===== src/sv/dlaq_pkg.sv =====
//------------------------------------------------------------------------------
// dlaq_pkg: shared types and constants for the delta list alarm queue
// Widths, command and result codes used by the queue logic.
//------------------------------------------------------------------------------
`default_nettype none
package dlaq_pkg;
    localparam int NUM_ALARMS = 16;
    localparam int TICK_WIDTH = 32;
    localparam int ID_W       = $clog2(NUM_ALARMS);
    localparam int LINK_W     = ID_W + 1;
    localparam int MAX_OUT    = 16;
    localparam logic [LINK_W-1:0] NONE_LINK = LINK_W'(NUM_ALARMS);

    typedef logic [1:0] t_cmd;
    localparam t_cmd CMD_ADD    = 2'd0;
    localparam t_cmd CMD_CANCEL = 2'd1;
    localparam t_cmd CMD_TICK   = 2'd2;
    localparam t_cmd CMD_QUERY  = 2'd3;

    typedef logic [2:0] t_kind;
    localparam t_kind K_TRIGGER = 3'd0;
    localparam t_kind K_READY   = 3'd1;
    localparam t_kind K_QUERY   = 3'd2;
    localparam t_kind K_DONE    = 3'd3;
    localparam t_kind K_REJECT  = 3'd4;
endpackage
`default_nettype wire


===== src/sv/delta_list_alarm_queue_top.sv =====
//------------------------------------------------------------------------------
// delta_list_alarm_queue_top: sorted delta list timer queue
// Add, cancel, tick and query on up to sixteen alarms, walked link by link.
//------------------------------------------------------------------------------
// Channel | Direction | Handshake
// command | in        | i_start && !o_busy
// result  | out       | o_valid high for a single cycle per beat, no stall
// An add, cancel or query that needs the list walks it one link per cycle;
// a cancel then folds its delta into the successor in the S_CAN_FIX state.
// A tick shows one beat per expired alarm, up to MAX_OUT, or a done beat if none expire.
// Reset empties the list and clears all ready marks at once.
// Results cannot be stalled; busy stays high until the last beat is shown.
`default_nettype none
module delta_list_alarm_queue_top (
    input  wire logic                          i_clk,
    input  wire logic                          i_rst_n,
    input  wire logic                          i_start,
    output logic                               o_busy,
    input  wire logic [1:0]                    i_command,
    input  wire logic [3:0]                    i_alarm_id,
    input  wire logic [31:0]                   i_delay_ticks,
    input  wire logic                          i_fire_async,
    output logic                               o_valid,
    output logic [2:0]                         o_kind,
    output logic [3:0]                         o_which_alarm,
    output logic [31:0]                        o_remaining,
    output logic                               o_last
);
    import dlaq_pkg::*;

    typedef enum logic [2:0] {S_IDLE, S_ADD, S_CAN, S_CAN_FIX, S_TICK, S_QRY} t_state;

    logic [TICK_WIDTH-1:0] r_delta [NUM_ALARMS];
    logic [LINK_W-1:0]     r_next  [NUM_ALARMS];
    logic [NUM_ALARMS-1:0] r_queued, r_async, r_ready;
    logic [LINK_W-1:0]     r_head;

    t_state                r_state;
    logic [ID_W-1:0]       r_id;
    logic [TICK_WIDTH-1:0] r_acc;
    logic                  r_as;
    logic [LINK_W-1:0]     r_prev, r_cur;
    logic [LINK_W:0]       r_guard;
    logic [LINK_W:0]       r_nout;

    logic                  cur_ok;
    logic [ID_W-1:0]       cur_i, prev_i;
    logic [TICK_WIDTH-1:0] cur_d;
    logic [TICK_WIDTH-1:0] sat_d;
    logic [TICK_WIDTH:0]   diff;
    logic [TICK_WIDTH-1:0] acc_sum;

    assign cur_ok = (r_cur < NONE_LINK);
    assign cur_i  = r_cur[ID_W-1:0];
    assign prev_i = r_prev[ID_W-1:0];
    assign cur_d  = r_delta[cur_i];
    // One shared subtractor: compare and difference of list delta and carried delay.
    assign diff   = {1'b0, r_acc} - {1'b0, cur_d};
    assign acc_sum = r_acc + cur_d;
    assign sat_d  = (TICK_WIDTH >= 32) ? TICK_WIDTH'(i_delay_ticks)
                  : ((i_delay_ticks > 32'({TICK_WIDTH{1'b1}})) ? {TICK_WIDTH{1'b1}}
                     : TICK_WIDTH'(i_delay_ticks));

    assign o_busy = (r_state != S_IDLE);

    always_ff @(posedge i_clk) begin
        o_valid <= 1'b0;
        o_last  <= 1'b0;
        if (!i_rst_n) begin
            r_state  <= S_IDLE;
            r_queued <= '0;
            r_ready  <= '0;
            r_head   <= NONE_LINK;
        end else begin
            case (r_state)
                S_IDLE: begin
                    if (i_start) begin
                        r_id    <= i_alarm_id[ID_W-1:0];
                        r_as    <= i_fire_async;
                        r_acc   <= sat_d;
                        r_prev  <= NONE_LINK;
                        r_cur   <= r_head;
                        r_guard <= '0;
                        r_nout  <= '0;
                        o_which_alarm <= i_alarm_id;
                        o_remaining   <= '0;
                        if (i_command == CMD_TICK) begin
                            if (r_head < NONE_LINK && r_delta[r_head[ID_W-1:0]] != '0)
                                r_delta[r_head[ID_W-1:0]] <= r_delta[r_head[ID_W-1:0]] - 1'b1;
                            r_state <= S_TICK;
                        end else if (32'(i_alarm_id) >= 32'(NUM_ALARMS)) begin
                            o_valid <= 1'b1; o_last <= 1'b1; o_kind <= K_REJECT;
                        end else if (i_command == CMD_ADD) begin
                            if (r_queued[i_alarm_id[ID_W-1:0]]) begin
                                o_valid <= 1'b1; o_last <= 1'b1; o_kind <= K_REJECT;
                            end else if (sat_d == '0) begin
                                r_ready[i_alarm_id[ID_W-1:0]] <= 1'b1;
                                o_valid <= 1'b1; o_last <= 1'b1; o_kind <= K_READY;
                            end else begin
                                r_state <= S_ADD;
                            end
                        end else if (i_command == CMD_CANCEL) begin
                            if (r_queued[i_alarm_id[ID_W-1:0]]) begin
                                r_state <= S_CAN;
                            end else begin
                                r_ready[i_alarm_id[ID_W-1:0]] <= 1'b0;
                                o_valid <= 1'b1; o_last <= 1'b1; o_kind <= K_DONE;
                            end
                        end else begin
                            r_acc   <= '0;
                            r_state <= S_QRY;
                        end
                    end
                end
                S_ADD: begin
                    if (cur_ok && r_guard < (LINK_W+1)'(NUM_ALARMS) && !diff[TICK_WIDTH]
                        && diff[TICK_WIDTH-1:0] != '0) begin
                        r_acc   <= diff[TICK_WIDTH-1:0];
                        r_prev  <= r_cur;
                        r_cur   <= r_next[cur_i];
                        r_guard <= r_guard + 1'b1;
                    end else begin
                        r_next[r_id]  <= cur_ok ? r_cur : NONE_LINK;
                        if (r_prev < NONE_LINK) r_next[prev_i] <= LINK_W'(r_id);
                        else                    r_head <= LINK_W'(r_id);
                        r_delta[r_id] <= r_acc;
                        if (cur_ok) r_delta[cur_i] <= cur_d - r_acc;
                        r_queued[r_id] <= 1'b1;
                        r_async[r_id]  <= r_as;
                        r_ready[r_id]  <= 1'b0;
                        o_valid <= 1'b1; o_last <= 1'b1; o_kind <= K_DONE;
                        r_state <= S_IDLE;
                    end
                end
                S_CAN: begin
                    if (cur_ok && cur_i != r_id && r_guard < (LINK_W+1)'(NUM_ALARMS)) begin
                        r_prev  <= r_cur;
                        r_cur   <= r_next[cur_i];
                        r_guard <= r_guard + 1'b1;
                    end else begin
                        if (cur_ok && cur_i == r_id) begin
                            if (r_prev < NONE_LINK) r_next[prev_i] <= r_next[r_id];
                            else                    r_head <= r_next[r_id];
                            r_cur <= r_next[r_id];
                            r_acc <= r_delta[r_id];
                        end else begin
                            r_cur <= NONE_LINK;
                        end
                        r_queued[r_id] <= 1'b0;
                        r_ready[r_id]  <= 1'b0;
                        r_state <= S_CAN_FIX;
                    end
                end
                S_CAN_FIX: begin
                    // Fold the removed delta into the successor.
                    if (cur_ok) r_delta[cur_i] <= acc_sum;
                    o_valid <= 1'b1; o_last <= 1'b1; o_kind <= K_DONE;
                    r_state <= S_IDLE;
                end
                S_TICK: begin
                    if (cur_ok && cur_d == '0 && r_nout < (LINK_W+1)'(MAX_OUT)) begin
                        r_head <= r_next[cur_i];
                        r_cur  <= r_next[cur_i];
                        r_queued[cur_i] <= 1'b0;
                        if (!r_async[cur_i]) r_ready[cur_i] <= 1'b1;
                        o_kind        <= r_async[cur_i] ? K_TRIGGER : K_READY;
                        o_which_alarm <= 4'(cur_i);
                        o_valid <= 1'b1;
                        r_nout  <= r_nout + 1'b1;
                        if (!(r_next[cur_i] < NONE_LINK
                              && r_delta[r_next[cur_i][ID_W-1:0]] == '0
                              && r_nout + 1'b1 < (LINK_W+1)'(MAX_OUT))) begin
                            o_last  <= 1'b1;
                            r_state <= S_IDLE;
                        end
                    end else begin
                        o_valid <= 1'b1; o_last <= 1'b1; o_kind <= K_DONE;
                        o_which_alarm <= '0;
                        r_state <= S_IDLE;
                    end
                end
                S_QRY: begin
                    if (cur_ok && r_guard < (LINK_W+1)'(NUM_ALARMS)) begin
                        if (cur_i == r_id) begin
                            // The answer saturates when the tick count is wider than the port.
                            o_remaining <= ((TICK_WIDTH+32)'(acc_sum)
                                            > (TICK_WIDTH+32)'(32'hFFFF_FFFF))
                                           ? 32'hFFFF_FFFF : 32'(acc_sum);
                            o_valid <= 1'b1; o_last <= 1'b1; o_kind <= K_QUERY;
                            r_state <= S_IDLE;
                        end else begin
                            r_acc   <= acc_sum;
                            r_cur   <= r_next[cur_i];
                            r_guard <= r_guard + 1'b1;
                        end
                    end else begin
                        o_remaining <= '0;
                        o_valid <= 1'b1; o_last <= 1'b1; o_kind <= K_QUERY;
                        r_state <= S_IDLE;
                    end
                end
                default: r_state <= S_IDLE;
            endcase
        end
    end

`ifndef SYNTHESIS
    a_last_valid: assert property (@(posedge i_clk) disable iff (!i_rst_n)
        o_last |-> o_valid) else $error("last without valid");
    a_done_idle: assert property (@(posedge i_clk) disable iff (!i_rst_n)
        o_last |-> r_state == S_IDLE) else $error("last while still busy");
    a_ready_not_queued: assert property (@(posedge i_clk) disable iff (!i_rst_n)
        (r_state == S_IDLE) |-> ((r_ready & r_queued) == '0))
        else $error("alarm both ready and queued");
    a_start_busy: assert property (@(posedge i_clk) disable iff (!i_rst_n)
        (i_start && !o_busy) |=> (o_valid || o_busy)) else $error("command dropped");
`endif
endmodule
`default_nettype wire


===== config.mk =====
export PLATFORM = sky130hd
export DESIGN_NAME = delta_list_alarm_queue_top
export DESIGN_NICKNAME = d
export VERILOG_FILES = /design/src/sv/dlaq_pkg.sv /design/src/sv/delta_list_alarm_queue_top.sv
export SDC_FILE = /design/constraint.sdc
export NUM_CORES = 2
export LEC_CHECK = 0
export BUFFER_PORTS_ARGS = -buffer_cell sky130_fd_sc_hd__buf_2
export CORE_ASPECT_RATIO = 0.9
export CORE_MARGIN = 2
export CORE_UTILIZATION = 49
export CTS_CLUSTER_DIAMETER = 100
export DETAILED_ROUTE_END_ITERATION = 12
export HOLD_SLACK_MARGIN = 0.06
export PLACE_DENSITY = 0.72
export SLEW_MARGIN = 0
export SYNTH_ARGS = -nofsm -noshare
export SYNTH_HDL_FRONTEND = slang
export SYNTH_SLANG_ARGS = --single-unit

===== constraint.sdc =====
create_clock -name i_clk -period 12.2 [get_ports i_clk]
set_input_delay 2.44 -clock i_clk [delete_from_list [all_inputs] [get_ports i_clk]]
set_output_delay 2.44 -clock i_clk [all_outputs]
set_load 0.005 [all_outputs]

### Word-level counts from Yosys, hierarchy flattened

Memory sizes are Yosys's and may differ from the RTL's. A register that Yosys moved wholly into a read port is not among the register bits.
Index checks and enable logic that the tools add are counted.

| storage, ports and cells | value |
|---|---|
| bits in read-only memories | 0 |
| bits of input ports | 42 |
| bits in latches | 0 |
| memory bits (writable) | 592 |
| output and inout bits | 42 |
| flip-flop bits (word level) | 140 |
| memories | 2 |
| logic and storage cells | 253 |

| operators by class | value |
|---|---|
| order comparisons | 12 |
| bitwise logic cells | 8 |
| reductions and logical operators | 44 |
| add/sub/neg operators | 6 |
| mux-type cells | 136 |
| multipliers | 0 |
| shift-type cells | 0 |
| divide/modulo/power cells | 0 |
| equal/unequal tests | 29 |

Memory list:

| memory | words | width | read ports | clocked after memory_dff | write ports | line | RTL |
|---|---|---|---|---|---|---|---|
| r_delta | 16 | 32 | 4 | 3 | 2 | delta_list_alarm_queue_top.sv:33 | `logic [TICK_WIDTH-1:0] r_delta [NUM_ALARMS];` |
| r_next | 16 | 5 | 2 | 2 | 2 | delta_list_alarm_queue_top.sv:34 | `logic [LINK_W-1:0] r_next [NUM_ALARMS];` |

Operators with widths:

| cell | count |
|---|---|
| two-way mux 32 bit | 14 |
| case mux 32 bit (4 select lines) | 1 |
| zero test 32 bit | 3 |
| two-way mux 5 bit | 17 |
| two-way mux 3 bit | 23 |
| case mux 32 bit (2 select lines) | 1 |
| nonzero test 32 bit | 2 |
| two-way mux 16 bit | 3 |
| case mux 16 bit (3 select lines) | 1 |
| two-way mux 1 bit | 45 |
| two-way mux 4 bit | 9 |
| two-way mux 6 bit | 6 |
| subtractor 32 x 32 -> 33 bit | 1 |
| adder 32 bit | 1 |
| bitwise AND 16 bit | 2 |
| NOT 16 bit | 2 |
| OR reduction 32 bit | 1 |
| subtractor 32 x 1 -> 32 bit (second input constant) | 1 |
| subtractor 32 bit | 1 |
| case mux 3 bit (5 select lines) | 2 |
| case mux 5 bit (3 select lines) | 2 |
| case mux 5 bit (5 select lines) | 1 |
| != test 2 bit (second input constant) | 12 |
| case mux 6 bit (4 select lines) | 1 |
| 41 further kinds | 83 |

### Depth between registers and ports, before layout

| depth | value |
|---|---|
| depth after elaboration | 10 |
| gate-level depth with buffers | 25 |

### Least setup slack after synthesis

No wires, ideal clock.

| timing path | value |
|---|---|
| kind | register -> register |
| from | register (tool-made name) |
| to | register r_acc[0] (enable) |
| cell stages (with the launch flop) | 23 |
| library setup time | 0.502 ns |
| data arrival time | 9.078 ns |
| required time | 11.698 ns |
| slack | 2.620 ns |
| cells stage by stage | dfxtp_1 buf_2 buf_2 buf_1 buf_1 mux4_2 mux2_2 o21ai_0 inv_1 ha_1 nand2b_1 a21oi_1 or4b_4 and3_1 o2111a_1 a211oi_1 or4b_1 nor4_2 o21ai_1 buf_2 clkbuf_1 inv_1 nor4_1 |

RTL lines:

| element | line | RTL |
|---|---|---|
| end signal: assignment | delta_list_alarm_queue_top.sv:80 | `r_acc <= sat_d;` |
| end signal: assignment | delta_list_alarm_queue_top.sv:118 | `r_acc <= diff[TICK_WIDTH-1:0];` |
| end signal: assignment | delta_list_alarm_queue_top.sv:145 | `r_acc <= r_delta[r_id];` |
| end: declaration | delta_list_alarm_queue_top.sv:40 | `logic [TICK_WIDTH-1:0] r_acc;` |

==> impl_metrics.ini <==
[status]
outcome = finished, final reports clean

[hold_path]
min_path_type = flip-flop to flip-flop
hold_end = r_queued[11]$_SDFFE_PN0P_
worstHoldStart = r_queued[11]$_SDFFE_PN0P_
worstHoldPathCells = 1

[cells_and_area]
layout_common_cells = edfxtp_1 (706), mux2i_1 (627), mux4_2 (495)
layout-drive-gt1-share = 0.231
nets = 4313
finish.utilization = 0.539
syn_to_final_growth_pct = 8.78
final_common_cell = edfxtp_1
fillCellCount = 9026

[clocking]
cts.htree.levels = 3
clkTransAtPathRegs_ns = 0.06
cts_resized = 0
post-cts-setup-buffer-count = 0
root_buffer = clkbuf_16
clockBufferDepth = 3
cts_made_buffers = 87
clk_latency_ns = 0.72
cts_tree = yes
clock_sinks = 744
hold_buffers = 0

[setup_path]
timing.rr.end = r_delta[11][1]$_DFFE_PP_
cp.arrival_ns = 9.95
crit_required_ns = 12.49
ff2ff_path_depth = 18
r2r_slack_ns = 2.54
cp-end-kind = flip-flop
crit_type = flip-flop to flip-flop
cp-start-kind = flip-flop
cp_max_fo = 62

[global_routing]
grt_pass1_wl_um = 309000
grt_usage = 0.379
antenna_found_initial = 21
globalRouteOverflowTotal = 0
grt_pass1_vias = 41000
grt_max_degree = 99

[die]
design.core.area_mm2 = 0.109
std_cell_rows = 115
die_width_um = 355
dieArea_mm2 = 0.113
die_h_um = 320
start_util = 0.495
io_pins = 84

[power]
p_switching_w = 0.0102
clkPwrFrac = 0.142
power_density_mw_per_mm2 = 325
power_frac_seq = 0.201
comb_power_share = 0.657
leakage_nw = 21.7
p_sw_frac = 0.530
intPower_w = 0.00901
peakVddDrop_v = 0.000342

[route]
vias_per_cell = 7.71
wl_per_cell_um = 38.4
antenna_left = 0
first_iter_violations = 8138
wl_um = 219000
num_vias = 44000
drtPass1Iterations = 9
drc = 0

[sta]
min_period_ns = 9.66
max_freq_ghz = 0.104
finalMaxSlewViolations = 0
rsz0062_at_grt = false
slew_headroom = 0.0439
timing.final.hold_violations = 0
setup_viol = 0
fin_skew_ns = 0.0679
worstMarginPinSlew_ns = 1.43
setup_tns_ns = 0
finalCritPeriodShare = 0.791

[placement]
io_buffers = 83
gp_congestion = 1.05
dp_hpwl_um = 153000

[logic_synthesis]
synthesis.area_mm2 = 0.0542
avgSynthCellArea_um2 = 12.7
synth_cell_types = 99
yosysSeqAreaShare = 0.405
syn_inst = 4259
synth_nets = 4407
yosysWarnings = 0
synth.ff_latch_count = 744
ys.flop_type = edfxtp_1
synth_edf_count = 706
async_flop_share = 0

[job]
drv_cap = 0
cell families (layout without fill, tap and decap cells):
kind of cell               Yosys count  in the layout  synth area share
muxes                             1198           1198             0.337
and+or+nand+nor                    943            943            0.0890
other                                0              8                 0
AOI/OAI and AO/OA                  661            661            0.0868
xor gates and xnor gates           117            117            0.0189
buffers and inverters              490            467            0.0381
adders and majority gates          106            106            0.0249
DFF                                744            744             0.405
layout make-up:
class                   instances  area (um2)  share of cell area
clock inverters                59         667              0.0113
inverters                     116         435             0.00738
diodes                          8        20.0            0.000339
multi-input cells            3025       30500               0.518
clock buffers                 101        2230              0.0378
repair buffers                191        1280              0.0216
flip-flops and latches        744       22000               0.373
well taps                    1462        1830              0.0310
how the worst max path moves through the flow:
stage / slack [ns] / startpoint / endpoint
after CTS: 3.06 / flip-flop / r_delta[11][13]$_DFFE_PP_
final: 2.54 / flip-flop / r_delta[11][1]$_DFFE_PP_
after global placement: 3.06 / flip-flop / r_delta[11][11]$_DFFE_PP_
after floorplan: 2.62 / flip-flop / r_acc[0]$_DFFE_PP_
after detailed placement: 3.11 / flip-flop / r_delta[11][11]$_DFFE_PP_
after global routing: 2.44 / flip-flop / r_delta[11][9]$_DFFE_PP_
critical path: stages, from the launching register on:
cell and delay, ns:
dfxtp_4 0.95, buf_12 0.47, mux4_2 0.28, nor2b_1 0.14, a211oi_1 0.06, a21oi_1 0.94, ha_1 0.70, nand2_1 0.44
nor3_1 0.44, o221ai_1 0.40, o21a_1 0.22, o211ai_1 0.35, o211ai_1 0.16, a2111oi_1 0.65, nand3_2 0.34, nand2_1 0.50
and3_2 0.27, buf_4 0.68, a21o_2 1.04
cell usage after synthesis, drive strengths merged (7+ instances only):
master	number	area share
a211oi	47	0.010
a21boi	7	0.00097
a21o	36	0.0050
a21oi	143	0.013
a221o	12	0.0022
a221oi	20	0.0033
a22oi	64	0.0089
a31o	10	0.0016
a31oi	17	0.0020
and2	19	0.0022
and3	18	0.0021
and4	11	0.0018
buf	169	0.016
clkbuf	205	0.014
dfxtp	38	0.014
edfxtp	706	0.39
ha	103	0.024
inv	112	0.0078
mux2	60	0.012
mux2i	643	0.12
mux4	495	0.21
nand2	199	0.014
nand2b	23	0.0027
nand3	48	0.0045
nand3b	8	0.0011
nand4	63	0.0073
nor2	234	0.016
nor2b	42	0.0048
nor3	61	0.0056
nor3b	10	0.0014
nor4	155	0.018
o211ai	23	0.0032
o21a	11	0.0015
o21ai	125	0.012
o21bai	18	0.0025
o221ai	12	0.0019
o22ai	27	0.0031
o31ai	14	0.0019
or2	23	0.0027
or3	13	0.0015
or4	7	0.0010
xnor2	90	0.015
xor2	27	0.0044
power by group through the flow:
stage	logic, W	registers, W	clock network, W
after CTS	0.0120	0.00380	0.00272
final	0.0126	0.00385	0.00272
after floorplan	0.00799	0.00349	0
after detailed placement	0.0119	0.00385	0
after global routing	0.0130	0.00384	0.00281
after global placement	0.0118	0.00385	0
flip-flops by register name, indices dropped and copies added (netlist names), named ones only:
| signal | count |
|---|---|
| o_kind | 3 |
| o_last | 1 |
| o_remaining | 32 |
| o_valid | 1 |
| o_which_alarm | 4 |
| r_acc | 32 |
| r_as | 1 |
| r_async | 16 |
| r_cur | 5 |
| r_delta | 512 |
| r_guard | 6 |
| r_head | 5 |
| r_id | 4 |
| r_next | 80 |
| r_nout | 6 |
| r_prev | 5 |
| r_queued | 16 |
| r_state | 3 |
stage by stage:
stage	cell area, um2	setup slack [ns]	total power, W	hold WS (ns)	std cells
after CTS	59000	3.06	0.0185	0.485	5698
after detailed placement	56100	3.11	0.0157	0.471	5538
after global placement	56100	3.06	0.0157	0.466	5538
after floorplan	54200	2.62	0.0115	0.444	4259
final	59000	2.54	0.0192	0.486	5706
after global routing	59000	2.44	0.0196	0.497	5698
per-layer routing:
layer	vias to the layer above	wire length (um)	part of all wire	global-route usage
li1	17000	-	-	-
met2	4328	88300	0.40	0.520
met3	828	40000	0.18	0.185
met4	24	12500	0.057	0.171
met5	-	375	0.0017	0.0140
met1	21900	77800	0.36	0.504
Power figures use the tool's default switching activity.
